<file path="config.mk">
export PLATFORM = sky130hd
export DESIGN_NAME = linear_scan_register_allocator
export DESIGN_NICKNAME = d
export VERILOG_FILES = /design/src/rtl/lsra_pkg.sv /design/src/rtl/lsra_cell.sv /design/src/rtl/linear_scan_register_allocator.sv
export SDC_FILE = /design/constraint.sdc
export NUM_CORES = 1
export LEC_CHECK = 0
export ABC_AREA = 1
export BUFFER_PORTS_ARGS = -buffer_cell sky130_fd_sc_hd__buf_2
export CORE_MARGIN = 1
export CORE_UTILIZATION = 50
export CTS_CLUSTER_DIAMETER = 50
export DETAILED_ROUTE_END_ITERATION = 16
export GPL_TIMING_DRIVEN = 1
export PLACE_DENSITY = 0.77
export SLEW_MARGIN = 40
export SYNTH_ARGS = -nofsm -noshare
export SYNTH_HDL_FRONTEND = slang
export SYNTH_SLANG_ARGS = --single-unit
</file>
<file path="constraint.sdc">
create_clock -name i_clk -period 4.3 [get_ports i_clk]
set_input_delay 0.215 -clock i_clk [delete_from_list [all_inputs] [get_ports i_clk]]
set_output_delay 0.215 -clock i_clk [all_outputs]
set_load 0.1 [all_outputs]
</file>
<file path="src/rtl/lsra_pkg.sv">
`default_nettype none
// ----------------------------------------------------------------------------
// Linear scan register allocator package
// Field widths, request and result types, event and queue operation codes.
// ----------------------------------------------------------------------------
package lsra_pkg;

    localparam int NUM_PHYS_REGS = 8;
    localparam int ID_W   = 8;
    localparam int POS_W  = 16;
    localparam int PHYS_W = 3;
    localparam int KIND_W = 2;

    localparam logic [KIND_W-1:0] EV_FREE  = 2'd0;
    localparam logic [KIND_W-1:0] EV_ALLOC = 2'd1;
    localparam logic [KIND_W-1:0] EV_XFER  = 2'd2;
    localparam logic [KIND_W-1:0] EV_ORDER = 2'd3;

    localparam logic [1:0] OP_HOLD   = 2'd0;
    localparam logic [1:0] OP_POP    = 2'd1;
    localparam logic [1:0] OP_INSERT = 2'd2;

    typedef struct packed {
        logic [ID_W-1:0]  interval_id;
        logic [POS_W-1:0] start_pos;
        logic [POS_W-1:0] end_pos;
    } t_lsra_req;

    typedef struct packed {
        logic [KIND_W-1:0] event_kind;
        logic [ID_W-1:0]   subject_id;
        logic [ID_W-1:0]   spilled_id;
        logic [PHYS_W-1:0] phys_reg;
        logic              last;
    } t_lsra_res;

    typedef struct packed {
        logic [ID_W-1:0]   id;
        logic [POS_W-1:0]  end_pos;
        logic [PHYS_W-1:0] phys;
    } t_lsra_slot;

    typedef struct packed {
        logic       valid;
        t_lsra_slot slot;
    } t_lsra_entry;

    typedef struct packed {
        logic [1:0] op;
        t_lsra_slot slot;
    } t_lsra_ctl;

endpackage
`default_nettype wire

</file>
<file path="src/rtl/lsra_cell.sv">
`default_nettype none
// ----------------------------------------------------------------------------
// Sorted queue cell
// Holds one active interval. The row keeps intervals ordered by end, then by
// physical register; a pop shifts every cell toward the head, an insert
// shifts the cells behind the insertion point away from it.
// ----------------------------------------------------------------------------
module lsra_cell (
    input  wire                    i_clk,
    input  wire                    i_rst_n,
    input  lsra_pkg::t_lsra_ctl    i_ctl,
    input  lsra_pkg::t_lsra_entry  i_left,
    input  wire                    i_left_lt,
    input  lsra_pkg::t_lsra_entry  i_right,
    output lsra_pkg::t_lsra_entry  o_entry,
    output logic                   o_lt
);

    logic                 r_valid;
    logic                 n_valid;
    lsra_pkg::t_lsra_slot r_slot;
    lsra_pkg::t_lsra_slot n_slot;
    logic                 w_key_less;

    // The new interval belongs ahead of this cell's entry.
    assign w_key_less = (i_ctl.slot.end_pos < r_slot.end_pos) ||
                        ((i_ctl.slot.end_pos == r_slot.end_pos) &&
                         (i_ctl.slot.phys < r_slot.phys));
    assign o_lt = !r_valid || w_key_less;

    assign o_entry.valid = r_valid;
    assign o_entry.slot  = r_slot;

    always_comb begin
        n_valid = r_valid;
        n_slot  = r_slot;
        case (i_ctl.op)
            lsra_pkg::OP_POP: begin
                n_valid = i_right.valid;
                n_slot  = i_right.slot;
            end
            lsra_pkg::OP_INSERT: begin
                if (o_lt) begin
                    if (i_left_lt) begin
                        n_valid = i_left.valid;
                        n_slot  = i_left.slot;
                    end else begin
                        n_valid = 1'b1;
                        n_slot  = i_ctl.slot;
                    end
                end
            end
            default: begin
                n_valid = r_valid;
            end
        endcase
    end

    always_ff @(posedge i_clk) begin
        if (!i_rst_n) begin
            r_valid <= 1'b0;
        end else begin
            r_valid <= n_valid;
        end
    end

    always_ff @(posedge i_clk) begin
        r_slot <= n_slot;
    end

endmodule
`default_nettype wire

</file>
<file path="src/rtl/linear_scan_register_allocator.sv">
`default_nettype none
// ----------------------------------------------------------------------------
// Linear scan register allocator
// Expires, spills and grants physical registers for live intervals that
// arrive in start order, using a sorted row of interval cells.
// ----------------------------------------------------------------------------
// An interval request is served from the head cell of the sorted row: one
// result leaves per cycle when the results are taken as they appear, and
// the final insertion into the row overlaps the acceptance of the next
// request. A request that arrives out of start order leaves the state
// untouched. A waiting result in the output register does not block
// acceptance of the next request.
module linear_scan_register_allocator (
    input  wire                   i_clk,
    input  wire                   i_rst_n,
    input  wire                   i_in_valid,
    output logic                  o_in_stall,
    input  lsra_pkg::t_lsra_req   i_in_req,
    output logic                  o_out_valid,
    input  wire                   i_out_stall,
    output lsra_pkg::t_lsra_res   o_out_res
);

    localparam int NUM_PHYS_REGS = lsra_pkg::NUM_PHYS_REGS;
    localparam int PW = lsra_pkg::PHYS_W;

    localparam logic [1:0] ST_IDLE   = 2'd0;
    localparam logic [1:0] ST_EXPIRE = 2'd1;
    localparam logic [1:0] ST_INSERT = 2'd2;

    logic [1:0]                  r_state;
    logic [1:0]                  n_state;
    lsra_pkg::t_lsra_req         r_req;
    logic [NUM_PHYS_REGS-1:0]    r_free;
    logic [NUM_PHYS_REGS-1:0]    n_free;
    logic [lsra_pkg::POS_W-1:0]  r_last_start;
    logic [lsra_pkg::POS_W-1:0]  n_last_start;
    logic [PW-1:0]               r_ins_phys;
    logic [PW-1:0]               n_ins_phys;
    logic                        r_out_valid;
    lsra_pkg::t_lsra_res         r_out_res;

    logic                        w_accept;
    logic                        w_out_free;
    logic                        w_emit;
    lsra_pkg::t_lsra_res         w_res;
    lsra_pkg::t_lsra_ctl         w_ctl;
    lsra_pkg::t_lsra_entry       w_ent [NUM_PHYS_REGS];
    logic [NUM_PHYS_REGS-1:0]    w_lt;
    logic [NUM_PHYS_REGS-1:0]    w_valid_vec;
    lsra_pkg::t_lsra_entry       w_head;
    logic                        w_order_err;
    logic                        w_expire;
    logic                        w_full;
    logic [PW-1:0]               w_low_free;

    // Sorted row of active intervals; cell 0 holds the earliest end.
    for (genvar g = 0; g < NUM_PHYS_REGS; g++) begin : g_cell
        lsra_pkg::t_lsra_entry w_left;
        lsra_pkg::t_lsra_entry w_right;
        logic                  w_left_lt;

        if (g == 0) begin : g_first
            assign w_left    = '0;
            assign w_left_lt = 1'b0;
        end else begin : g_inner
            assign w_left    = w_ent[g-1];
            assign w_left_lt = w_lt[g-1];
        end

        if (g == NUM_PHYS_REGS - 1) begin : g_last
            assign w_right = '0;
        end else begin : g_body
            assign w_right = w_ent[g+1];
        end

        lsra_cell u_cell (
            .i_clk     (i_clk),
            .i_rst_n   (i_rst_n),
            .i_ctl     (w_ctl),
            .i_left    (w_left),
            .i_left_lt (w_left_lt),
            .i_right   (w_right),
            .o_entry   (w_ent[g]),
            .o_lt      (w_lt[g])
        );

        assign w_valid_vec[g] = w_ent[g].valid;
    end

    assign w_head      = w_ent[0];
    assign o_in_stall  = (r_state == ST_EXPIRE);
    assign w_accept    = i_in_valid && !o_in_stall;
    assign w_out_free  = !r_out_valid || !i_out_stall;
    assign w_order_err = (r_req.start_pos < r_last_start);
    assign w_expire    = w_head.valid && (w_head.slot.end_pos < r_req.start_pos);
    assign w_full      = (r_free == '0);

    always_comb begin
        w_low_free = '0;
        for (int i = NUM_PHYS_REGS - 1; i >= 0; i--) begin
            if (r_free[i]) begin
                w_low_free = PW'(i);
            end
        end
    end

    always_comb begin
        n_state      = r_state;
        n_free       = r_free;
        n_last_start = r_last_start;
        n_ins_phys   = r_ins_phys;
        w_emit       = 1'b0;
        w_res        = '0;
        w_ctl.op     = lsra_pkg::OP_HOLD;
        w_ctl.slot.id      = r_req.interval_id;
        w_ctl.slot.end_pos = r_req.end_pos;
        w_ctl.slot.phys    = r_ins_phys;

        case (r_state)
            ST_IDLE: begin
                if (w_accept) begin
                    n_state = ST_EXPIRE;
                end
            end
            ST_EXPIRE: begin
                if (w_out_free) begin
                    w_emit = 1'b1;
                    if (w_order_err) begin
                        w_res.event_kind = lsra_pkg::EV_ORDER;
                        w_res.subject_id = r_req.interval_id;
                        w_res.last       = 1'b1;
                        n_state          = ST_IDLE;
                    end else if (w_expire) begin
                        w_res.event_kind = lsra_pkg::EV_FREE;
                        w_res.subject_id = w_head.slot.id;
                        w_res.phys_reg   = w_head.slot.phys;
                        w_ctl.op         = lsra_pkg::OP_POP;
                        n_free = r_free | (NUM_PHYS_REGS'(1) << w_head.slot.phys);
                    end else if (w_full) begin
                        // Every register is held: the earliest end gives its
                        // register to the new interval and goes to the stack.
                        w_res.event_kind = lsra_pkg::EV_XFER;
                        w_res.subject_id = r_req.interval_id;
                        w_res.spilled_id = w_head.slot.id;
                        w_res.phys_reg   = w_head.slot.phys;
                        w_res.last       = 1'b1;
                        w_ctl.op         = lsra_pkg::OP_POP;
                        n_ins_phys       = w_head.slot.phys;
                        n_last_start     = r_req.start_pos;
                        n_state          = ST_INSERT;
                    end else begin
                        w_res.event_kind = lsra_pkg::EV_ALLOC;
                        w_res.subject_id = r_req.interval_id;
                        w_res.phys_reg   = w_low_free;
                        w_res.last       = 1'b1;
                        n_free = r_free & ~(NUM_PHYS_REGS'(1) << w_low_free);
                        n_ins_phys       = w_low_free;
                        n_last_start     = r_req.start_pos;
                        n_state          = ST_INSERT;
                    end
                end
            end
            ST_INSERT: begin
                w_ctl.op = lsra_pkg::OP_INSERT;
                n_state  = w_accept ? ST_EXPIRE : ST_IDLE;
            end
            default: begin
                n_state = ST_IDLE;
            end
        endcase
    end

    always_ff @(posedge i_clk) begin
        if (!i_rst_n) begin
            r_state      <= ST_IDLE;
            r_free       <= '1;
            r_last_start <= '0;
            r_out_valid  <= 1'b0;
        end else begin
            r_state      <= n_state;
            r_free       <= n_free;
            r_last_start <= n_last_start;
            if (w_out_free) begin
                r_out_valid <= w_emit;
            end
        end
    end

    always_ff @(posedge i_clk) begin
        r_ins_phys <= n_ins_phys;
        if (w_accept) begin
            r_req <= i_in_req;
        end
        if (w_out_free) begin
            r_out_res <= w_res;
        end
    end

    assign o_out_valid = r_out_valid;
    assign o_out_res   = r_out_res;

    // Every register is either free or held by exactly one cell, except the
    // one whose new interval is still waiting to be written into the row.
    a_occupancy: assert property (@(posedge i_clk) disable iff (!i_rst_n)
        ($countones(w_valid_vec) + $countones(r_free) +
         ((r_state == ST_INSERT) ? 1 : 0)) == NUM_PHYS_REGS)
        else $error("free map and interval row disagree on occupancy");

    // The head interval's register is never marked free.
    a_head_held: assert property (@(posedge i_clk) disable iff (!i_rst_n)
        w_head.valid |-> ((r_free & (NUM_PHYS_REGS'(1) << w_head.slot.phys)) == '0))
        else $error("head interval holds a register marked free");

    // With no free register the row has an interval to spill.
    a_spill_src: assert property (@(posedge i_clk) disable iff (!i_rst_n)
        w_full |-> w_head.valid)
        else $error("all registers held but interval row is empty");

    // Only free events can be followed by more results of the same request.
    a_last_kind: assert property (@(posedge i_clk) disable iff (!i_rst_n)
        (o_out_valid && !o_out_res.last) |-> (o_out_res.event_kind == lsra_pkg::EV_FREE))
        else $error("non-final result is not a free event");

    // A request rejected for start order leaves the last start unchanged.
    a_order_keep: assert property (@(posedge i_clk) disable iff (!i_rst_n)
        (r_state == ST_EXPIRE && w_out_free && w_order_err) |=> $stable(r_last_start))
        else $error("out-of-order request changed the last start");

endmodule
`default_nettype wire

</file>
# Word-level counts from Yosys, hierarchy flattened
# Index checks and enable logic that the tools add are counted.
word_totals:
  word_cells: 226
  register_bits: 316
  out_inout_bits: 24
classes:
  n_bitwise: 7
  shift: 2
  magnitude_cmp: 18
  reduce_logical: 54
  n_mux: 76
  n_eq_ne: 24
ops:
  columns: ["cell", "n"]
  rows:
  - ["27-bit case mux with 2 select lines", 8]
  - ["27-bit two-way mux", 15]
  - ["16-bit < comparator", 10]
  - ["16-bit equality test", 8]
  - ["10-bit two-way mux", 3]
  - ["3-bit two-way mux", 10]
  - ["3-bit < comparator", 8]
  - ["1-bit two-way mux", 23]
  - ["2-bit by 1-bit inequality test with 1-bit output (second input constant)", 9]
  - ["1-bit logical OR", 17]
  - ["8-bit two-way mux", 2]
  - ["1-bit case mux with 2 select lines", 8]
  - ["2-bit AND reduction", 8]
  - ["1-bit by 3-bit left shift with 8-bit output (first input constant)", 2]
  - ["1-bit zero test", 11]
  - ["1-bit logical AND", 10]
  - ["8-bit AND", 1]
  - ["8-bit zero test", 1]
  - ["2-bit two-way mux", 4]
  - ["8-bit NOT", 1]
  - ["8-bit bitwise OR", 1]
  - ["4-bit AND reduction", 2]
  - ["2-bit case mux with 3 select lines", 1]
  - ["2-bit by 1-bit equality test with 1-bit output (second input constant)", 2]
  - ["other kinds (11)", 16]

# Logic depth before layout (Yosys ltp)
depth:
  ltp_word: 13
  ltp_mapped: 18

# Modules after synthesis
# From an unflattened synthesis, not the netlist that was laid out.
hier_totals:
  hier_cells: 2445
  hier_area_um2: 19902.8
modules_own_cells:
  columns: ["module", "area_per_inst_um2", "instances", "cells_per_inst"]
  rows:
  - ["lsra_cell at g_cell[0].u_cell ...", 1925.6, 7, 246]
  - ["linear_scan_register_allocator", 4476.8, 1, 472]
  - ["lsra_cell at g_cell[7].u_cell", 1946.9, 1, 251]

# Worst setup path before layout
# OpenSTA, ideal clock, no wires.
synth_path:
  path_type: "flip-flop to flip-flop"
  startpoint: "register r_state[1]"
  endpoint: "register r_state[0]"
  required_ps: 4230
  path_stages_with_launch: 9
  setup_slack_ps: 748
  arrival_ps: 3482
  path_cell_list: "dfxtp_1 > inv_1 > ha_1 > clkbuf_1 > nor2_1 > nand2_1 > a21oi_1 > o21ai_0 > a21oi_1"
synth_between:
  elab_chain_cells: 5
synth_lines:
  columns: ["item", "line", "rtl"]
  rows:
  - ["from (decl)", "linear_scan_register_allocator.sv:31", "logic [1:0] r_state;"]
  - ["from (signal assigned)", "linear_scan_register_allocator.sv:181", "r_state <= n_state;"]
  - ["2-bit by 1-bit equality test with 1-bit output *", "linear_scan_register_allocator.sv:92", "assign o_in_stall = (r_state == ST_EXPIRE);"]
  - ["via o_in_stall", "linear_scan_register_allocator.sv:17", "output logic o_in_stall,"]
  - ["1-bit zero test *", "linear_scan_register_allocator.sv:93", "assign w_accept = i_in_valid && !o_in_stall;"]
  - ["1-bit logical AND *", "linear_scan_register_allocator.sv:93", null]
  - ["via w_accept", "linear_scan_register_allocator.sv:43", "logic w_accept;"]
  - ["1-bit two-way mux or 2-bit inequality test (tied branches)", null, null]
  - ["2-bit case mux with 3 select lines or 3-bit AND reduction (tied branches)", null, null]
# Mark *: on every way through the listed nets, which the timed path passes. The rest lies on a longest branch.
# A chain may end at the register's enable or synchronous reset.

==> metrics.cfg <==
[critical_path]
crit_path_start_kind = flop
path_class = reg2reg
worst-path-buf-inv = 1
crit_chain = ha_1, nand4_1, nor3_1, nand3_1, a21oi_1, nand3b_2, buf_4, a21oi_1, o21ai_0, o21ai_0
crit_required_ns = 4.60
max_stage_delay_ns = 0.64
critPathSlowestCell = edfxtp_1
crit_family = simple AND/OR/NAND/NOR gates
arrival_ns = 3.74
endpoint_kind = flop
cp_max_fo = 22

[logic_synthesis]
syn_avg_cell_area_um2 = 8.89
async_flop_share = 0
synth_flop_cell = edfxtp_1
yosysUniqueCellTypes = 43
synth-edff-count = 281
synth_top_area_frac = 0.450
netlist_area_um2 = 18700
ys_seq_elements = 316
syn_inst = 2108
ys_warn_count = 0
synth_top_area_cell = edfxtp_1
synthTopCellsByArea = edfxtp_1 45%, ha_1 12%, o21ai_0 9.0%
seq_area_frac_synth = 0.488
syn_nets = 2331

[global_route]
grt_use_met3 = 0.0447
grt_overflow_total = 0
grt_max_degree = 100
grt_pass1_wl_um = 79900
antenna_found_initial = 0
busiest_layer = met2
grt_usage = 0.267
use_met1 = 0.357
grt_pass1_vias = 14992
grt_use_met2 = 0.443

[placed_design]
place.port_buffers = 67
dp_hpwl_um = 34300
gp_congestion = 0.897

[sta]
worst_hold_slack_ns = 0.182
setup_viol = 0
skew_ns = 0.0181
min_period_ns = 3.45
slew_viol_final = 0
rsz0062_at_grt = no
tns_ns = 0
period_share = 0.802
max_freq_mhz = 290
worstMarginPinSlew_ns = 0.702
maxSlewHeadroom = 0.531
timing_hold_violations_final = 0

[cts]
clk_latency_ns = 0.56
clock_path_buffers = 3
clk_transition_reported_paths_ns = 0.06
cts_tree = yes
cts_root_buffer = clkbuf_16
cts_setup_buffers = 0
numCtsBuffers = 42
cts_max_level = 2
cts_resized = 0
holdBufCountCts = 40
cts.sinks = 316

[route]
routedWlPerCell_um = 18.8
viasPerCell = 5.72
num_vias = 15416
first_iter_violations = 1506
post-route-drc-count = 0
dr.pass1.iters = 6
ant_nets = 0
wirelength_um = 50600

[die]
initial_utilization = 0.509
die_h_um = 196
fp.dieW_um = 196
num_rows = 70
dieArea_um2 = 38300
ios = 68
fp.coreArea_um2 = 36800

[min_path]
hold_path_class = in2reg

[power]
p_leak_nw = 9.22
irDropWorstVdd_mv = 0.419
p_per_area_nw_per_um2 = 677

[flow_run]
maxCapViolCount = 0

[cells_and_area]
fin_nets = 2418
area_growth_syn_to_layout_pct = 13.4
layout-drive-gt1-share = 0.0843
n_antenna_cell = 0

[run_status]
status = complete, no violations

state kept, by name (all words and copies together), names as in the netlist:
signal and flops:
g_cell.u_cell.r_valid 8, r_free 8, o_out_valid 1, r_ins_phys 3, o_out_res 22, r_last_start 16, r_state 2, g_cell.u_cell.o_entry 216
r_req 40
power by group:
group | total [mW] | internal (mW) | switching (mW) | leakage [nW]
Clock | 3.54 | 2.17 | 1.37 | 0.688
Combinational | 5.64 | 1.57 | 4.07 | 5.58
Sequential | 5.21 | 4.72 | 0.489 | 2.95
worst register-to-register path, delay by kind of cell, from the launching register on:
kind            cells  cell delay [ns]
simple gates        4             1.26
fa+ha+maj           1             0.41
compound gates      4             0.50
buf+inv             1             0.37
flops               1             0.64
synthesized netlist by cell type (2+ instances only):
master	instances
a211oi_1	2
a21oi_1	261
buf_1	6
buf_2	23
buf_4	10
buf_6	7
clkbuf_1	46
dfxtp_1	35
edfxtp_1	281
ha_1	179
inv_1	333
inv_2	6
nand2_1	315
nand2_2	10
nand2_4	2
nand3_1	81
nand4_1	17
nor2_1	55
nor2_2	3
nor3_1	9
nor4_1	6
o211ai_1	7
o21a_1	6
o21ai_0	337
o21ai_1	50
or3_1	4
worst paths after layout:
path	end	cells after the start	start	slack (ns)
setup / recovery	g_cell[5].u_cell.o_entry[1]	10	r_req[12]	0.85
hold / removal	r_req[33]	3	i_in_valid	0.18
setup reg to reg	g_cell[5].u_cell.o_entry[1]	10	r_req[12]	0.85
hold reg to reg	r_last_start[0]	2	r_last_start[0]	0.46
cells in the final DEF, fill, tap and decap left out, drive strengths merged, types with 35 or more instances in the layout:
| master | synthesis | layout |
|---|---|---|
| clkbuf | 46 | 54 |
| dfxtp | 35 | 35 |
| o21ai | 388 | 388 |
| nand3 | 82 | 82 |
| buf | 46 | 95 |
| ha | 179 | 179 |
| a21oi | 261 | 261 |
| dlygate4sd3 | 0 | 40 |
| nand2 | 327 | 327 |
| edfxtp | 281 | 281 |
| inv | 339 | 340 |
| nor2 | 59 | 59 |
routing by layer:
metal,vias to the layer above,wire (µm)
met5,-,0
met1,7249,21300
met2,632,23700
met4,0,1410
met3,85,4160
li1,7450,-
area by class of cell:
| class | instances | area, µm² |
|---|---|---|
| Sequential cell | 316 | 9140 |
| Inverter | 339 | 1270 |
| Clock inverter | 24 | 240 |
| Clock buffer | 54 | 1170 |
| Tap cell | 468 | 586 |
| Fill cell | 3169 | 15500 |
| Timing Repair Buffer | 135 | 965 |
| Multi-Input combinational cell | 1361 | 7880 |
stage by stage:
stage	utilization	std cells	area [µm²]	total power, mW	setup slack, ns
detailed placement	0.528	2579	19400	10.8	0.893
floorplan	-	2108	18700	9.10	0.748
global route	0.578	2697	21300	15.3	0.566
global placement	0.528	2578	19400	10.5	0.849
CTS	0.578	2697	21200	14.4	0.885
finish	0.578	2697	21300	14.4	0.853
cells by family after synthesis:
kind of cell / after synthesis / synth area share
simple gates: 510 / 0.117
buf+inv: 431 / 0.0927
compound gates: 672 / 0.183
fa+ha+maj: 179 / 0.120
flops: 316 / 0.488
(Power assumes the default switching activity.)
